## src/sv/scu_pkg.sv

```systemverilog
// shared types and constants of the sine and cosine unit
package scu_pkg;

   // fixed-point formats
   localparam int ANGLE_FRAC_BITS = 16;
   localparam int OUT_FRAC_BITS   = 30;
   localparam int WQ              = 31;

   // magnitude of the quadrant index fits in this many bits
   localparam int KMAG_W = 33 - ANGLE_FRAC_BITS;

   // working word of the polynomial datapath, signed Q31 with headroom
   typedef logic signed [32:0] word_type;

   // 2/pi in unsigned Q0.32 and pi/2 in Q60
   localparam logic [31:0] TWO_OVER_PI_Q32 = 32'd2734261102;
   localparam logic [63:0] HALF_PI_Q60     = 64'h1921FB54442D1847;

   // one in Q31
   localparam word_type W_ONE = 33'sd2147483648;

   // polynomial coefficients in Q31, lowest order first
   localparam word_type SIN_COEF [6] = '{
      -33'sd357913941, 33'sd17895697, -33'sd426088, 33'sd5918, -33'sd54, 33'sd0
   };
   localparam word_type COS_COEF [6] = '{
      -33'sd1073741824, 33'sd89478485, -33'sd2982616, 33'sd53261, -33'sd592, 33'sd4
   };

endpackage

```

## src/sv/scu_wmul.sv

```systemverilog
// two-stage q31 multiply with rounding half away from zero and an addend
module scu_wmul (
   input  logic                clock,
   input  logic                en_a,
   input  logic                en_b,
   input  scu_pkg::word_type   x_a,
   input  scu_pkg::word_type   y_a,
   input  scu_pkg::word_type   c_a,
   output scu_pkg::word_type   p_b
);

   logic                neg_in;
   logic [31:0]         xm;
   logic [31:0]         ym;
   logic [63:0]         prod_in;
   logic                neg_ff;
   logic [63:0]         prod_ff;
   scu_pkg::word_type   c_ff;
   logic [32:0]         m;
   scu_pkg::word_type   sm;
   scu_pkg::word_type   p_in;
   scu_pkg::word_type   p_ff;

   // stage a: magnitudes and their product
   always_comb begin
      xm      = x_a[32] ? 32'(-x_a) : 32'(x_a);
      ym      = y_a[32] ? 32'(-y_a) : 32'(y_a);
      neg_in  = x_a[32] ^ y_a[32];
      prod_in = 64'(xm) * 64'(ym);
   end

   always_ff @(posedge clock) begin
      if (en_a) begin
         neg_ff  <= neg_in;
         prod_ff <= prod_in;
         c_ff    <= c_a;
      end
   end

   // stage b: round back to q31, restore sign, add the coefficient
   always_comb begin
      m    = 33'((prod_ff + (64'd1 << (scu_pkg::WQ - 1))) >> scu_pkg::WQ);
      sm   = neg_ff ? -$signed(m) : $signed(m);
      p_in = c_ff + sm;
   end

   always_ff @(posedge clock) begin
      if (en_b) begin
         p_ff <= p_in;
      end
   end

   assign p_b = p_ff;

endmodule

```

## config.mk

```make
export PLATFORM = sky130hd
export DESIGN_NAME = scu_wmul
export DESIGN_NICKNAME = d
export VERILOG_FILES = /design/src/sv/scu_pkg.sv /design/src/sv/scu_wmul.sv
export SDC_FILE = /design/constraint.sdc
export NUM_CORES = 2
export LEC_CHECK = 0
export BUFFER_PORTS_ARGS = -buffer_cell sky130_fd_sc_hd__buf_2
export CAP_MARGIN = 30
export CORE_ASPECT_RATIO = 0.7
export CORE_MARGIN = 4
export CORE_UTILIZATION = 30
export CTS_BUF_LIST = sky130_fd_sc_hd__clkbuf_2
export DETAILED_ROUTE_END_ITERATION = 8
export GPL_TIMING_DRIVEN = 0
export PLACE_DENSITY = 0.42
export SKIP_CTS_REPAIR_TIMING = 1
export SYNTH_ARGS = -nofsm -noshare
export SYNTH_HDL_FRONTEND = slang
export SYNTH_SLANG_ARGS = --single-unit
```

## constraint.sdc

```tcl
create_clock -name clock -period 19.1 [get_ports clock]
set_input_delay 5.73 -clock clock [delete_from_list [all_inputs] [get_ports clock]]
set_output_delay 5.73 -clock clock [all_outputs]
set_load 0.02 [all_outputs]
```

==> metrics.yaml <==
multiInputGateArea_mm2: 0.03160
fp.dieW_um: 437.0
async_flop_share_pct: 0
cts_max_path_buffers: 2
grt_remaining_overflow: 0
crit-reg2reg-launch: "prod_ff[31]"
status: "finished clean"
rows: 109
die_area_mm2: 0.1347
drv_slew: 0
fill_cells: 13484
crit_fanout: 10
grt_start_max_net_pins: 40
cp.arrival_ns: 19.09
path_class: "primary input to register"
utilization_pct: 33.95
synth_commonest_cells: "inv_1 (907), fa_1 (896), nor2_1 (615)"
synth.distinct_cells: 83
die_y_um: 308.3
syn_area_mm2: 0.03864
portBuffers: 132
grt_usage_pct: 24.81
syn_inst: 4262
cap_violations: 0
cp_data_required_time_ns: 19.60
cp_slowest_cell: "or4_1"
drtPass1Iterations: 8
seq_area_mm2: 0.003033
pre_cts_ws_ns: 0.07674
endpoint_kind: "register"
yosysTopAreaCellShare_pct: 46.42
fmax_mhz: 53.78
synth_edf_count: 101
syn_avg_cell_area_um2: 9.067
worst_clock_skew_ns: 0.04089
period_share_pct: 97.36
ys_warn_count: 0
maxSlewHeadroom_pct: 23.63
syn_nets: 5556
grt_pass1_vias: 31664
reg2regPathDepth: 19
rsz0062_at_grt: "no"
vias: 30983
crit_buf_inv: 8
min_period_ns: 18.60
holdPathEnd: "p_b[0]"
cts.sinks: 101
path_common_cell: "fa_1"
reg2reg_to: "p_b[29]"
cts_made_buffers: 9
reg2reg_slack_ns: 13.21
finalSetupViolCount: 0
cts_root_buf: "clkbuf_2"
cts_max_level: 3
slowest_delay_ns: 0.84
initial_core_util_pct: 30.40
place.gp.congestion: 1.038
antenna_found_initial: 5
tightest_slew_ns: 1.146
clkLatencyLatePin_ns: 0.68
grt_pass1_wl_um: 236800
cts.clk_slew.worst_paths_ns: 0.26
drc: 0
core_area_mm2: 0.1271
hold_violations: 0
viasPerCell: 4.959
layout_setup_ws_ns: 0.5049
drive_above_1_share_pct: 7.864
drtIter0Drc: 3379
final_net_count: 5816
cp_top_family: "adder cells"
synthToLayoutAreaGrowth_pct: 11.68
routed_wl_um: 166400
wl_per_cell_um: 26.63
synth_top_cell_by_area: "fa_1"
synthTopCellsByArea: "fa_1 (46%), ha_1 (9.6%), inv_1 (8.8%)"
boundaryPins: 135
start_kind: "primary input"
hold_class: "register to register"
yosysMostFrequentCell: "inv_1"
synth-seq-cells: 101
min_from: "c_ff[0]"
min_path_cells: 1
cts_tree: "built"
ant_nets: 0
yosys_most_used_dff: "edfxtp_1"
ys_seq_area_share_pct: 7.849
dp_hpwl_um: 146200
worst max path at each step:
stage               startpoint     endpoint  cells after the start
floorplan               x_a[0]  prod_ff[63]                     33
global placement        x_a[0]  prod_ff[63]                     32
detailed placement      x_a[0]  prod_ff[63]                     33
CTS                     x_a[0]  prod_ff[63]                     33
global route            x_a[0]  prod_ff[63]                     33
finish                  x_a[0]  prod_ff[63]                     33
per-stage QoR:
| stage | setup TNS [ns] | hold slack, ns | area (um2) | instances |
|---|---|---|---|---|
| 2_1_floorplan | 0 | 0.5261 | 38640 | 4262 |
| 3_3_place_gp | -26.85 | 0.5902 | 41450 | 6114 |
| 3_5_place_dp | 0 | 0.5965 | 42950 | 6223 |
| 4_1_cts | 0 | 0.6729 | 43070 | 6239 |
| 5_1_grt | 0 | 0.7032 | 43150 | 6247 |
| 6_report | 0 | 0.6503 | 43160 | 6248 |
registers in the layout, summed over array words and instances (netlist names):
name     cells
prod_ff     34
c_ff        33
p_b         33
neg_ff       1
kinds of logic (layout without fill, tap and decap cells):
logic type / after synthesis / in the layout / share of synthesized area [%]
buffers and inverters: 1085 / 1350 / 10.73
xor gates and xnor gates: 243 / 243 / 5.712
other: 0 / 1 / 0
muxes: 8 / 8 / 0.2461
DFF: 101 / 101 / 7.849
adders and majority gates: 1192 / 1192 / 56.00
AOI/OAI and AO/OA: 290 / 290 / 5.035
and+or+nand+nor: 1343 / 1343 / 14.42
final cells by class:
class	count	share of cell area [%]
multi-input cells	3076	73.23
inverters	908	7.898
flip-flops and latches	101	7.028
well taps	1720	4.987
repair buffers	249	4.871
plain buffers	177	1.713
clock inverters	5	0.1363
clock buffers	11	0.1276
diodes	1	0.005799
cell usage in the layout, fill, tap and decap left out, types with 42 or more instances in the layout:
cell      netlist  layout
inv_1         907     907
buf_4           7      45
xnor2_1       138     131
nor2_1        615     615
xor2_1         96      84
clkbuf_1      136     136
ha_1          296     296
buf_8           0      54
edfxtp_1      101     101
o21ai_0        67      67
buf_2          27     158
nand2_1       532     532
a21o_1         42      42
a21oi_1        66      66
fa_1          896     896
layer usage:
| metal | vias to the layer above | track usage [%] | share of wire (%) |
|---|---|---|---|
| li1 | 13291 | - | - |
| met1 | 15986 | 39.16 | 48 |
| met2 | 1587 | 32.42 | 38 |
| met3 | 117 | 9.008 | 13 |
| met4 | 2 | 3.194 | 1.4 |
| met5 | - | 0 | 0.0078 |
Power is not shown: default switching activity piles up to over one toggle a cycle in this logic, so the estimate is an artifact.
